===== config.mk =====
export PLATFORM = sky130hd
export DESIGN_NAME = vn_divide
export DESIGN_NICKNAME = d
export VERILOG_FILES = /design/src/vn_pkg.sv /design/src/vn_divide.sv
export SDC_FILE = /design/constraint.sdc
export NUM_CORES = 2
export LEC_CHECK = 0
export BUFFER_PORTS_ARGS = -buffer_cell sky130_fd_sc_hd__buf_2
export CORE_AREA = 8 8 482 484
export CTS_BUF_LIST = sky130_fd_sc_hd__clkbuf_8
export DETAILED_ROUTE_END_ITERATION = 12
export DIE_AREA = 0 0 490 492
export GPL_TIMING_DRIVEN = 0
export PLACE_DENSITY = 0.81
export SYNTH_ARGS = -nofsm -noshare
export SYNTH_HDL_FRONTEND = slang
export SYNTH_SLANG_ARGS = --single-unit

===== constraint.sdc =====
create_clock -name clk -period 5.1 [get_ports clk]
set_clock_uncertainty 0.1 [all_clocks]
set_input_delay 0.51 -clock clk [delete_from_list [all_inputs] [get_ports clk]]
set_output_delay 0.51 -clock clk [all_outputs]
set_load 0.01 [all_outputs]

===== src/vn_pkg.sv =====
// Shared types and widths for the four-component vector normalizer.
// Used by every module under src; depends on nothing.
package vn_pkg;

    localparam int COMP_W    = 32;
    localparam int SUM_W     = 65;
    localparam int ROOT_W    = 33;
    localparam int SQRT_REM_W = 36;
    localparam int QUO_W     = 31;
    localparam int DIV_REM_W = 34;

    typedef struct packed {
        logic signed [COMP_W-1:0] in_x;
        logic signed [COMP_W-1:0] in_y;
        logic signed [COMP_W-1:0] in_z;
        logic signed [COMP_W-1:0] in_w;
    } vec_in_t;

    typedef struct packed {
        logic signed [COMP_W-1:0] unit_x;
        logic signed [COMP_W-1:0] unit_y;
        logic signed [COMP_W-1:0] unit_z;
        logic signed [COMP_W-1:0] unit_w;
        logic [ROOT_W-1:0]        length;
        logic                     zero_vector;
    } vec_out_t;

    // component magnitudes and signs, lane 0 is x
    typedef struct packed {
        logic [3:0][COMP_W-1:0] mag;
        logic [3:0]             neg;
    } vn_side_t;

endpackage


===== src/vn_divide.sv =====
// One lane of the pipelined restoring divider: magnitude / length in Q1.30,
// one quotient bit per stage, then sign and zero-length fixup. Depends on vn_pkg.
module vn_divide (
    input  logic                              clk,
    input  logic                              rst_n,
    input  logic                              en,
    input  logic                              valid_in,
    input  logic [vn_pkg::COMP_W-1:0]         mag,
    input  logic                              neg,
    input  logic [vn_pkg::ROOT_W-1:0]         len_in,
    output logic                              valid_out,
    output logic signed [vn_pkg::COMP_W-1:0]  unit,
    output logic [vn_pkg::ROOT_W-1:0]         len_out
);

    localparam int NST = vn_pkg::QUO_W;

    logic [NST:0]                          valid_reg;
    logic [NST:0][vn_pkg::DIV_REM_W-1:0]   rem_reg;
    logic [NST:0][vn_pkg::QUO_W-1:0]       q_reg;
    logic [NST:0][vn_pkg::ROOT_W-1:0]      len_reg;
    logic [NST:0]                          neg_reg;
    logic                                  out_valid_reg;
    logic signed [vn_pkg::COMP_W-1:0]      unit_reg;
    logic [vn_pkg::ROOT_W-1:0]             out_len_reg;
    logic [vn_pkg::COMP_W-1:0]             q_ext;

    assign valid_reg[0] = valid_in;
    assign rem_reg[0]   = {{(vn_pkg::DIV_REM_W-vn_pkg::COMP_W){1'b0}}, mag};
    assign q_reg[0]     = '0;
    assign len_reg[0]   = len_in;
    assign neg_reg[0]   = neg;

    for (genvar g = 0; g < NST; g++)
    begin : g_stage
        logic [vn_pkg::DIV_REM_W-1:0] dvs, rem_sel;
        logic                         ge;

        always_comb
        begin
            dvs     = {{(vn_pkg::DIV_REM_W-vn_pkg::ROOT_W){1'b0}}, len_reg[g]};
            ge      = rem_reg[g] >= dvs;
            rem_sel = ge ? (rem_reg[g] - dvs) : rem_reg[g];
        end

        always_ff @(posedge clk or negedge rst_n)
        begin
            if (!rst_n)
            begin
                valid_reg[g+1] <= 1'b0;
            end
            else if (en)
            begin
                valid_reg[g+1] <= valid_reg[g];
            end
        end

        always_ff @(posedge clk)
        begin
            if (en)
            begin
                rem_reg[g+1] <= {rem_sel[vn_pkg::DIV_REM_W-2:0], 1'b0};
                q_reg[g+1]   <= {q_reg[g][vn_pkg::QUO_W-2:0], ge};
                len_reg[g+1] <= len_reg[g];
                neg_reg[g+1] <= neg_reg[g];
            end
        end
    end

    assign q_ext = {{(vn_pkg::COMP_W-vn_pkg::QUO_W){1'b0}}, q_reg[NST]};

    always_ff @(posedge clk or negedge rst_n)
    begin
        if (!rst_n)
        begin
            out_valid_reg <= 1'b0;
        end
        else if (en)
        begin
            out_valid_reg <= valid_reg[NST];
        end
    end

    always_ff @(posedge clk)
    begin
        if (en)
        begin
            out_len_reg <= len_reg[NST];
            if (len_reg[NST] == '0)
            begin
                unit_reg <= '0;
            end
            else
            begin
                unit_reg <= neg_reg[NST] ? (~q_ext + 1'b1) : q_ext;
            end
        end
    end

    assign valid_out = out_valid_reg;
    assign unit      = unit_reg;
    assign len_out   = out_len_reg;

endmodule


==> metrics <==
status=finished, final reports clean; Synth Area in Compound Gates=0.139; clk_lat worst skew=1.08 ns; Avg Inst Size Synth=11.7 µm²; die height=492 µm; syn_nets=13600; Min-Delay Path Class=in2reg; total track usage=0.279; main combinational cell family by area after synthesis=compound AO/OA/AOI/OAI gates; RSZ-0062 raised after global routing=false; Worst Path Arrival=5.76 ns; sequential fraction of the synthesis area=0.544; Sw Pwr=40.1 mW; crit path capture type=register; Post-Route WL=349000 µm; DRT met1 WL=143000 µm; Power, Total=102 mW; PD cells=643 nW/µm²; metal3 WL=23600 µm; Worst-path clk slew=0.07 ns; largest net degree at the start of global routing=200; min Tclk post-route=5.08 ns; die area=241000 µm²; CTS tree=yes; H-tree depth=5; post-placement setup slack=-1.23 ns; top sig layer=met5; Vias/cell=6.03; Peak supply drop=0.472 mV; # IOs=136; Core Region=224000 µm²; DRT iter0 DRCs=8432; initial antenna violation count=23; via count=99100; Synth cell types=87; Final Hold Viols=0; CP top delay family=buffers and inverters; # clock sinks=2637; CP Class=in2reg; yosys warns=0; Power Internal=62.2 mW; post-route DRC violation count=0; crit path max-delay cell type=dlygate4sd3_1; # rows=174; simple-gate area share of the yosys netlist=0.0823; Yosys reg bits=2637; Setup Total Neg Slack=0 ns; Final Slew Violations=0; met2 WL=164000 µm; Post-Synth Adder-Cell Area=0.0922; number of synthesized flops with an enable pin=2605; prevailing post-synth register cell=edfxtp_1; MaxCap Viol Count=0; Sw Share=0.392; fin nets=14200; Slew @ Worst Pin=1.09 ns; synthesis-to-layout area growth=9.58%; Worst setup SP type=input port; Clock Root Buffer=clkbuf_8; final cycle utilization of the critical path=0.996; Mapped Area=145000 µm²; Synth Instances=12500; Pleak=65.6 nW; asr flop ratio synth=0.0121; buffer and inverter count on the worst path=5; drt first pass iters=6; post-route ant nets=0; Multi-input gate area=60300 µm²; sequential share of power=0.350; CTS max path bufs=4; vias in the first global route=98200; Hold Slack=0.0680 ns; HPWL after DPL=264000 µm; fin worst setup slack=0.0192 ns; CP max FO=10; fraction of synthesized area in multiplexers=0.0469; XOR/XNOR share of the synthesized area=0.0543; sequential cell area=79000 µm²; TritonCTS buffer count=428; FMAX=0.197 GHz; Initial Util=0.648; routed len/inst=21.3 µm; Fill cells=15400; number of I/O port buffers=135; Clock power frac=0.174; DP Cell Count=15600; layout cells sized above 1=0.0987; max incr delay on CP=0.55 ns; setup violators final=0; DIE WIDTH=490 µm; Worst Path Required=5.78 ns; global-route wire length before repair=540000 µm; Rel. slew slack=0.266; critical-path cell list=dlygate4sd3_1 -> buf_2 -> ha_1 -> a211oi_1 -> nor2_1 -> nor2_1 -> o21ai_0 -> a32oi_1 -> a21oi_1 -> a211o_1 -> a21o_1 -> nand4b_1 -> a31o_2 -> clkbuf_1 -> buf_1 -> mux2_2 -> dlygate4sd3_1; combinational power share=0.476; post-route insts no fill=16400; grt total ovfl=0; gpl congestion=0.951
-- metal layers --
layer | track usage | vias to the layer above
li1 | - | 47100
met1 | 0.358 | 47200
met2 | 0.465 | 3869
met3 | 0.0437 | 982
met4 | 0.139 | 4
met5 | 0 | -
-- cells by family after synthesis --
logic type | after synthesis
AND/OR/NAND/NOR | 2505
AO/OA/AOI/OAI | 3216
XOR/XNOR | 900
flip-flops | 2637
multiplexers | 608
adder cells (fa/ha/maj) | 1052
buffers and inverters | 1537
-- layout make-up --
class	count	area share
clock inverters	317	0.0140
well taps	2992	0.0235
multi-input cells	8281	0.379
clock buffers	432	0.0374
flip-flops and latches	2637	0.497
plain buffers	279	0.00742
diodes	7	0.000110
inverters	1255	0.0296
repair buffers	228	0.0122
-- through the flow --
stage	instance area (µm²)	utilization
2_1_floorplan	145000	-
3_3_place_gp	150000	0.668
3_5_place_dp	150000	0.670
4_1_cts	159000	0.710
5_1_grt	159000	0.710
6_report	159000	0.710
-- path summary, 6_finish.rpt --
path	startpoint	to	slack, ns	cells past startpoint
max	mag[5]	rem_reg[46]	0.02	17
min reg2reg	q_reg[312]	q_reg[344]	0.25	0
min in group asynchronous	rst_n	valid_reg[12]	0.32	4
max in group asynchronous	rst_n	valid_reg[6]	4.41	4
max reg2reg	g_stage[9].dvs[21]	rem_reg[367]	0.13	11
min	en	neg_reg[3]	0.07	2
-- cells in the final DEF (no fill, tap or decap), types with 57 or more instances in the layout --
cell and count:
nand4_1 140, dlygate4sd3_1 73, a21oi_1 983, and2_1 57, a31oi_1 100, nand3_1 189, clkinv_2 57, o21a_1 120
xor2_1 357, buf_2 149, nand2_1 748, inv_1 1352, nor2b_1 180, a21o_1 544, nand2b_1 133, a211oi_1 78
mux2_1 87, clkbuf_8 432, mux2_2 495, edfxtp_1 2605, xnor2_1 543, and3_1 103, nor2_1 655, nor3_1 115
o21ai_0 741, o21bai_1 170, ha_1 1022, clkinv_1 101, clkbuf_1 219
-- Yosys cell counts (all sizes together), types with 14 or more instances --
| cell type | n | area [µm²] |
|---|---|---|
| o21ai | 755 | 3780 |
| ha | 1022 | 12800 |
| o31ai | 56 | 420 |
| o41ai | 24 | 218 |
| o21bai | 170 | 1280 |
| nor2b | 180 | 1130 |
| o21a | 120 | 901 |
| nor2 | 655 | 2460 |
| buf | 49 | 303 |
| o31a | 20 | 175 |
| mux2 | 582 | 6550 |
| inv | 1255 | 4710 |
| a31oi | 101 | 632 |
| nor4 | 41 | 257 |
| clkbuf | 233 | 875 |
| a31o | 28 | 245 |
| and2 | 57 | 357 |
| nand4 | 140 | 876 |
| a211o | 34 | 298 |
| a211oi | 83 | 678 |
| and3 | 103 | 644 |
| edfxtp | 2605 | 78200 |
| nand2 | 748 | 2810 |
| a221oi | 31 | 297 |
| xor2 | 357 | 3130 |
| nor3 | 115 | 576 |
| o22ai | 16 | 100 |
| and4 | 34 | 298 |
| nor3b | 14 | 105 |
| a21boi | 34 | 255 |
| nand2b | 133 | 832 |
| xnor2 | 543 | 4760 |
| nand3 | 189 | 946 |
| dfrtp | 32 | 801 |
| or2 | 28 | 175 |
| or3 | 34 | 213 |
| a41oi | 24 | 210 |
| a311oi | 21 | 190 |
| a21o | 544 | 4080 |
| fa | 30 | 601 |
| o211ai | 41 | 308 |
| mux2i | 26 | 260 |
| a21oi | 986 | 4940 |
| o311ai | 14 | 123 |
-- power groups by stage --
| stage | logic (mW) | registers [mW] | clock network, mW |
|---|---|---|---|
| 4_1_cts | 48.1 | 35.7 | 18.1 |
| 2_1_floorplan | 35.9 | 34.1 | 0 |
| 3_3_place_gp | 46.3 | 37.6 | 0 |
| 5_1_grt | 53.4 | 36.2 | 19.0 |
| 3_5_place_dp | 47.4 | 36.1 | 0 |
| 6_report | 48.8 | 35.8 | 17.8 |
-- what timing repair did --
| action | CTS | global route |
|---|---|---|
| endpoints found under the hold margin | 176 | 0 |
| gates resized for setup | 6 | 22 |
| gates cloned | 0 | 1 |
| endpoints found under the setup margin | 23 | 141 |
| setup buffers | 0 | 0 |
| hold buffers | 75 | 0 |
Power figures use the tool's default switching activity.
